### src/design/scg_pkg.sv
// Shared types and constants for the sphere contact generator.
`default_nettype none

package scg_pkg;

  localparam int unsigned MAX_CONTACTS = 1024;
  localparam int unsigned CAP_W        = 11;
  localparam int unsigned EPS_W        = 17;
  localparam int unsigned SLOT_W       = 10;
  localparam int unsigned Q_ONE        = 65536;

  typedef enum logic [1:0] {
    ACT_SPHERE = 2'd0,
    ACT_PLANE  = 2'd1,
    ACT_CLEAR  = 2'd2,
    ACT_NONE   = 2'd3
  } action_t;

  typedef enum logic {
    REG_CAPACITY = 1'b0,
    REG_EPSILON  = 1'b1
  } cfg_reg_t;

  typedef enum logic [2:0] {
    MS_SQ  = 3'd0,
    MS_RSQ = 3'd1,
    MS_DOT = 3'd2,
    MS_NSQ = 3'd3,
    MS_POS = 3'd4
  } mul_sel_t;

  typedef struct packed {
    logic     load;
    logic     mul_start;
    mul_sel_t mul_sel;
    logic [1:0] idx;
    logic     sqrt_start;
    logic     check;
    logic     prep;
    logic     div_start;
    logic     finish;
  } cmd_t;

  typedef struct packed {
    logic    mul_done;
    logic    sqrt_done;
    logic    div_done;
    logic    hit;
    logic    coin;
    logic    out_free;
    action_t action;
  } status_t;

endpackage

`default_nettype wire

### src/design/scg_ctrl.sv
// Controller state machine that sequences the contact datapath.
`default_nettype none

module scg_ctrl (
  input  logic            clk,
  input  logic            rst_n,
  input  logic            in_valid,
  output logic            in_ready,
  input  scg_pkg::status_t status,
  output scg_pkg::cmd_t   cmd
);

  typedef enum logic [7:0] {
    S_IDLE   = 8'b0000_0001,
    S_DECODE = 8'b0000_0010,
    S_MUL    = 8'b0000_0100,
    S_CHECK  = 8'b0000_1000,
    S_SQRT   = 8'b0001_0000,
    S_PREP   = 8'b0010_0000,
    S_DIV    = 8'b0100_0000,
    S_FINISH = 8'b1000_0000
  } state_t;

  state_t            state_r, state_nxt;
  scg_pkg::mul_sel_t sel_r, sel_nxt;
  logic [1:0]        idx_r, idx_nxt;
  logic              started_r, started_nxt;

  always_comb begin
    state_nxt   = state_r;
    sel_nxt     = sel_r;
    idx_nxt     = idx_r;
    started_nxt = started_r;
    cmd         = '0;
    cmd.mul_sel = sel_r;
    cmd.idx     = idx_r;
    in_ready    = (state_r == S_IDLE);
    unique case (state_r)
      S_IDLE: begin
        if (in_valid) begin
          cmd.load  = 1'b1;
          state_nxt = S_DECODE;
        end
      end
      S_DECODE: begin
        idx_nxt = 2'd0;
        case (status.action)
          scg_pkg::ACT_SPHERE: begin
            sel_nxt   = scg_pkg::MS_SQ;
            state_nxt = S_MUL;
          end
          scg_pkg::ACT_PLANE: begin
            sel_nxt   = scg_pkg::MS_DOT;
            state_nxt = S_MUL;
          end
          default: state_nxt = S_FINISH;
        endcase
      end
      S_MUL: begin
        if (!started_r) begin
          cmd.mul_start = 1'b1;
          started_nxt   = 1'b1;
        end else if (status.mul_done) begin
          started_nxt = 1'b0;
          case (sel_r)
            scg_pkg::MS_SQ: begin
              if (idx_r == 2'd2) begin
                sel_nxt = scg_pkg::MS_RSQ;
                idx_nxt = 2'd0;
              end else begin
                idx_nxt = idx_r + 2'd1;
              end
            end
            scg_pkg::MS_RSQ: state_nxt = S_CHECK;
            scg_pkg::MS_DOT: begin
              if (idx_r == 2'd2) state_nxt = S_CHECK;
              else idx_nxt = idx_r + 2'd1;
            end
            scg_pkg::MS_NSQ: begin
              if (idx_r == 2'd2) state_nxt = S_SQRT;
              else idx_nxt = idx_r + 2'd1;
            end
            scg_pkg::MS_POS: begin
              if (idx_r == 2'd2) begin
                state_nxt = S_FINISH;
              end else begin
                idx_nxt   = idx_r + 2'd1;
                state_nxt = S_DIV;
              end
            end
            default: state_nxt = S_FINISH;
          endcase
        end
      end
      S_CHECK: begin
        cmd.check = 1'b1;
        if (!status.hit) begin
          state_nxt = S_FINISH;
        end else if (status.action == scg_pkg::ACT_SPHERE) begin
          state_nxt = S_SQRT;
        end else begin
          sel_nxt   = scg_pkg::MS_NSQ;
          idx_nxt   = 2'd0;
          state_nxt = S_MUL;
        end
      end
      S_SQRT: begin
        if (!started_r) begin
          cmd.sqrt_start = 1'b1;
          started_nxt    = 1'b1;
        end else if (status.sqrt_done) begin
          started_nxt = 1'b0;
          state_nxt   = S_PREP;
        end
      end
      S_PREP: begin
        cmd.prep = 1'b1;
        idx_nxt  = 2'd0;
        if (status.coin) state_nxt = S_FINISH;
        else state_nxt = S_DIV;
      end
      S_DIV: begin
        if (!started_r) begin
          cmd.div_start = 1'b1;
          started_nxt   = 1'b1;
        end else if (status.div_done) begin
          started_nxt = 1'b0;
          sel_nxt     = scg_pkg::MS_POS;
          state_nxt   = S_MUL;
        end
      end
      S_FINISH: begin
        if (status.out_free) begin
          cmd.finish = 1'b1;
          state_nxt  = S_IDLE;
        end
      end
      default: state_nxt = S_IDLE;
    endcase
  end

  always_ff @(posedge clk) begin
    if (!rst_n) begin
      state_r   <= S_IDLE;
      sel_r     <= scg_pkg::MS_SQ;
      idx_r     <= 2'd0;
      started_r <= 1'b0;
    end else begin
      state_r   <= state_nxt;
      sel_r     <= sel_nxt;
      idx_r     <= idx_nxt;
      started_r <= started_nxt;
    end
  end

  a_state_onehot: assert property (@(posedge clk) disable iff (!rst_n)
    $onehot(state_r))
    else $error("controller state not one-hot");

  a_load_decode: assert property (@(posedge clk) disable iff (!rst_n)
    cmd.load |=> (state_r == S_DECODE))
    else $error("accepted beat not decoded");

  a_started_unit: assert property (@(posedge clk) disable iff (!rst_n)
    started_r |-> (state_r == S_MUL || state_r == S_SQRT || state_r == S_DIV))
    else $error("unit start flag outside a unit state");

endmodule

`default_nettype wire

### config.mk
export PLATFORM = sky130hd
export DESIGN_NAME = scg_ctrl
export DESIGN_NICKNAME = d
export VERILOG_FILES = /design/src/design/scg_pkg.sv /design/src/design/scg_ctrl.sv
export SDC_FILE = /design/constraint.sdc
export NUM_CORES = 1
export LEC_CHECK = 0
export ABC_AREA = 1
export ABC_CLOCK_PERIOD_IN_PS = 2500
export BUFFER_PORTS_ARGS = -buffer_cell sky130_fd_sc_hd__buf_4
export CAP_MARGIN = 10
export CORE_MARGIN = 1
export CORE_UTILIZATION = 35
export CTS_CLUSTER_SIZE = 40
export DETAILED_ROUTE_END_ITERATION = 7
export GPL_TIMING_DRIVEN = 0
export PLACE_DENSITY_LB_ADDON = 0.25
export SETUP_SLACK_MARGIN = 0.3
export SYNTH_ARGS = -nofsm -noshare
export SYNTH_HDL_FRONTEND = slang
export SYNTH_SLANG_ARGS = --single-unit
### constraint.sdc
create_clock -name clk -period 2.5 [get_ports clk]
set_input_delay 0.25 -clock clk [delete_from_list [all_inputs] [get_ports clk]]
set_output_delay 0.25 -clock clk [all_outputs]
set_load 0.05 [all_outputs]
==> results of run 1 <==
registers in the layout (all words and copies together) (netlist names):
signal,cells
started_r,1
sel_r,3
idx_r,2
state_r,8
synthesized netlist by cell type (all sizes together):
master | number | area [sq um]
buf | 2 | 16.3
nor3 | 2 | 15.0
inv | 34 | 128
nand3 | 21 | 128
nand2 | 57 | 269
a31oi | 1 | 6.26
nand4 | 6 | 50.0
o22ai | 1 | 6.26
dfxtp | 14 | 280
a21oi | 6 | 30.0
nand3b | 1 | 7.51
o21ai | 10 | 53.8
nor2 | 40 | 219
critical path: stages, from the launching register on:
cell and delay, ps:
dfxtp_1 350, inv_2 70, nand2_4 70, nor2_8 200, nand2_1 160, inv_1 80
buf_4 190
per-layer routing:
layer,wire [um],track usage,part of all wire
met5,0,0,0
met3,109,0.0384,0.040
met4,36,0.0487,0.013
met1,1340,0.216,0.49
met2,1220,0.297,0.45
how the worst max path moves through the flow:
stage	startpoint	end	slack (ps)	depth (start not counted)
after floorplan	state_r[4]	state_r[4]	770	7
after global placement	state_r[7]	state_r[2]	1100	11
after detailed placement	state_r[4]	state_r[2]	1100	11
after CTS	state_r[3]	cmd[2]	820	6
after global routing	state_r[7]	cmd[4]	750	6
final	state_r[3]	cmd[2]	840	6
final cells by class:
cell class,instances,area (sq um),share of cell area
flip-flops and latches,14,280,0.193
clock buffers,3,22.5,0.0155
well taps,44,55.1,0.0379
inverters,34,128,0.0879
multi-input cells,145,785,0.541
plain buffers,2,16.3,0.0112
repair buffers,22,165,0.114
metrics by stage:
| step | area [sq um] | utilization |
|---|---|---|
| 3_3_place_gp | 1430 | 0.453 |
| 5_1_grt | 1450 | 0.460 |
| 2_1_floorplan | 1210 | - |
| 3_5_place_dp | 1430 | 0.453 |
| 4_1_cts | 1450 | 0.460 |
| 6_report | 1450 | 0.460 |
power breakdown:
| group | total, mW | switching, mW | internal [mW] |
|---|---|---|---|
| Combinational | 0.618 | 0.424 | 0.194 |
| Clock | 0.134 | 0.0777 | 0.0560 |
| Sequential | 0.291 | 0.0322 | 0.259 |
| Total | 1.04 | 0.534 | 0.509 |
kinds of logic after synthesis:
family	Yosys count	share of synthesized area
AND/OR/NAND/NOR	127	0.569
buffers and inverters	36	0.119
AO/OA/AOI/OAI	18	0.0797
flip-flops	14	0.232
==> results.yml, run 1 <==
run_status:
  outcome: "finished, final reports clean"
yosys:
  yosysWarnings: 0
  synthCells: 195
  yosysSeqAreaShare: 0.232
  syn-cell-area_sq_um: 1210
  synth-seq-cells: 14
  synthDistinctLibCells: 26
  synthesis.nets: 206
  syn_area_per_cell_sq_um: 6.20
power:
  total_power_mw: 1.04
  power.density_nw_per_um2: 718
  peakVddDrop_v: 0.000342
  p_leak_nw: 0.782
floorplanning:
  io_pins: 24
  dieWidth_um: 60.8
  initial_core_util: 0.383
  die_y_um: 60.8
  placementRows: 20
  core_sq_um: 3150
  die_area_sq_um: 3690
timing:
  finalMaxSlewViolations: 0
  finalWorstSetupSlack_ps: 841
  worst_slew_pin_slew_ps: 248
  clock.fmax_mhz: 603
  finalSetupTns_ps: 0
  fin_crit_ps: 1660
  timing.final.crit_share: 0.664
  rsz0062_at_grt: "false"
  hold_violations: 0
  slew_headroom: 0.834
  setup_viol: 0
  hold_slack_ps: 237
  fin_skew_ps: 2.75
setup_path:
  reg2reg_slack_ps: 1090
  worstSetupPathType: "flip-flop to output pin"
  rr_endpoint: "state_r[2]"
  worstRegToRegCells: 12
  endpoint_kind: "output pin"
  r2r-start: "state_r[2]"
  startpoint_type: "flip-flop"
  required_ps: 2250
  arrival_ps: 1410
  path_max_fanout: 9
detailed_routing:
  vias: 1221
  drtIter0Drc: 47
  drc_errors: 0
  dr.pass1.iters: 4
  ant_nets: 0
  routed_via_density: 4.63
  wire_per_inst_um: 10.3
  wirelength_um: 2710
placement:
  port_buffers: 22
  hpwl_um: 2260
  dp_slack_ps: 1100
  gp_congestion: 0.798
  dp_cells: 261
clock_network:
  h-tree-depth: 1
  clkSlewWorstSetupHoldPaths_ps: 90
  cts_hold_buffers: 0
  cts_tree: "built"
  cts-root-buf: "clkbuf_4"
  clockBufferDepth: 2
  post_cts.repair.setup_buffers: 0
  cts_resized: 0
  cts.sinks: 14
  clk_latency_ps: 290
  numCtsBuffers: 3
global_routing:
  overflow: 0
  grt_use_total: 0.173
  grt_pass1_vias: 1135
  grt_pass1_wl_um: 4690
  grt_antenna_before_repair: 0
  grt_max_degree: 11
min_path:
  min_path_cells: 3
  whs_endpoint: "state_r[1]"
  min_path_type: "input port to flip-flop"
  worstHoldStart: "in_valid"
cells_and_area:
  instances_no_fill: 264
  nNetsFinal: 233
  syn_to_final_growth_pct: 20.1
  drive_gt1_frac: 0.327
  final_cell_mix: "43 x nand2_1, 26 x nor2_1, 24 x inv_1"
  antenna-diode-count: 0
  n_fill_cell: 357
  final_common_cell: "nand2_1"
flow_run:
  cap_violations: 0
(Power assumes the default switching activity.)
==> run 2, diff against run 1 <==
ABC_CLOCK_PERIOD_IN_PS = 1600   (was 2500)
clock period = 1.6 ns   (was 2.5 ns; I/O delays follow)
==> run 2 against run 1 <==
Effect of this change:
- critical path depth stayed put
- sequential power is 64% higher
- cell area is 32% higher
- highest routed layer unchanged
- total power is 100% higher
- flip-flop and latch count stayed put
==> results.yml, run 2 (synthesized netlist as in run 1, its figures left out) <==
timing:
  fin_skew_ps: 0.842
  finalSetupTns_ps: 0
  rsz0062_at_grt: "true"
  timing.final.crit_share: 0.941
  setup_viol: 0
  fin_crit_ps: 1510
  worst_slew_pin_slew_ps: 344
  hold_violations: 0
  clock.fmax_mhz: 664
  slew_headroom: 0.768
  finalMaxSlewViolations: 0
global_routing:
  grt_pass1_wl_um: 5460
  grt_pass1_vias: 1243
  grt_antenna_before_repair: 0
  overflow: 0
  grt_use_total: 0.198
  grt_max_degree: 10
detailed_routing:
  wirelength_um: 3490
  drc_errors: 0
  wire_per_inst_um: 12.1
  dr.pass1.iters: 4
  ant_nets: 0
  drtIter0Drc: 39
  vias: 1362
  routed_via_density: 4.75
floorplanning:
  die_y_um: 60.8
  initial_core_util: 0.383
  core_sq_um: 3150
  die_area_sq_um: 3690
  io_pins: 24
  placementRows: 20
  dieWidth_um: 60.8
placement:
  placed_area_sq_um: 1460
  gp_congestion: 0.824
  hpwl_um: 2310
  port_buffers: 22
clock_network:
  cts.sinks: 14
  h-tree-depth: 1
  numCtsBuffers: 3
  clk_latency_ps: 280
  cts_hold_buffers: 0
  cts_tree: "built"
  cts-root-buf: "clkbuf_4"
  clockBufferDepth: 2
  clkSlewWorstSetupHoldPaths_ps: 100
setup_path:
  required_ps: 1440
  r2r-start: "state_r[5]"
  slowest_delay_ps: 350
  endpoint: "cmd[10]"
  crit_path_start: "state_r[5]"
  endpoint_kind: "output pin"
  startpoint_type: "flip-flop"
  crit_top_cell: "nand2_2"
  worstSetupPathType: "flip-flop to output pin"
  reg2reg_slack_ps: 130
  crit_path_cell_trace: "nor2_2 > nand2_2 > nor2_4 > nand2_2 > inv_2 > buf_8"
  path_max_fanout: 3
  worstRegToRegCells: 11
  rr_endpoint: "idx_r[1]"
  arrival_ps: 1350
  slowest_stage: "dfxtp_2"
cells_and_area:
  final_cell_mix: "34 x nand2_1, 32 x buf_4, 19 x inv_1"
  postLayoutCellArea_sq_um: 1920
  reg_top3: "state_r: 8 flops, sel_r: 3 flops, idx_r: 2 flops"
  nNetsFinal: 255
  n_fill_cell: 296
  final_common_cell: "nand2_1"
  antenna-diode-count: 0
  regMostFlops: "state_r"
  drive_gt1_frac: 0.605
  largest_register_ffs: 8
  syn_to_final_growth_pct: 58.5
min_path:
  min_path_type: "input port to flip-flop"
power:
  peakVddDrop_v: 0.000623
  power.density_nw_per_um2: 1110
  p_leak_nw: 0.932
run_status:
  outcome: "finished, final reports clean"
flow_run:
  cap_violations: 0
-- run 2: cell count changes in the layout (fill, tap and decap cells not counted), moves of 9 or more --
| cell | change |
|---|---|
| nand2_1 | -9 |
| buf_4 | +10 |
| nor2_1 | -11 |
| nand3_1 | -9 |
| dfxtp_1 | -13 |
| dfxtp_2 | +9 |
-- run 2: metal layers --
layer	vias to the layer above	GRT usage	routed length, um
li1	709	-	-
met1	614	0.276	1620
met4	0	0.0455	38
met5	-	0	0
met2	35	0.328	1700
met3	4	0.0213	135
-- run 2: area by class of cell --
class	count	area (sq um)	area share
Buffer	2	16.3	0.00849
Sequential cell	14	307	0.160
Timing Repair Buffer	43	383	0.200
Clock buffer	4	36.3	0.0189
Tap cell	44	55.1	0.0287
Multi-Input combinational cell	146	980	0.511
Inverter	34	139	0.0725
-- run 2: timing repair --
item                                    4_1_cts  5_1_grt
resized for setup                            39       35
endpoints found under the setup margin       21       21
pin swaps                                    10       22
gates cloned                                  2        0
setup buffers                                13        7
-- run 2: how the worst min path moves through the flow --
stage	from	end	slack, ps	cells after the start
3_5_place_dp	rst_n	state_r[0]	470	2
5_1_grt	rst_n	state_r[0]	180	2
2_1_floorplan	in_valid	state_r[1]	340	2
6_report	rst_n	state_r[0]	160	2
4_1_cts	rst_n	state_r[0]	160	2
3_3_place_gp	rst_n	state_r[0]	460	2
-- run 2: per-stage QoR --
step | power (mW) | hold WS (ps) | instances | setup WS (ps) | utilization
5_1_grt | 2.27 | 179 | 287 | 17.3 | 0.608
3_5_place_dp | 1.48 | 467 | 261 | 171 | 0.463
4_1_cts | 1.96 | 161 | 280 | 113 | 0.551
6_report | 2.13 | 158 | 287 | 93.9 | 0.608
3_3_place_gp | 1.47 | 459 | 261 | 182 | 0.463
2_1_floorplan | 1.27 | 342 | 195 | 135 | -
-- run 2: worst max-delay path: cells and delay by family (launching register included) --
family	cells	cell delay [ps]
buf+inv	2	220
flops	1	350
simple gates	4	510
-- run 2: where the power goes --
group          total, mW  switching (mW)  internal [mW]
registers          0.477          0.0569          0.420
logic               1.38           0.846          0.532
clock network      0.276           0.137          0.138
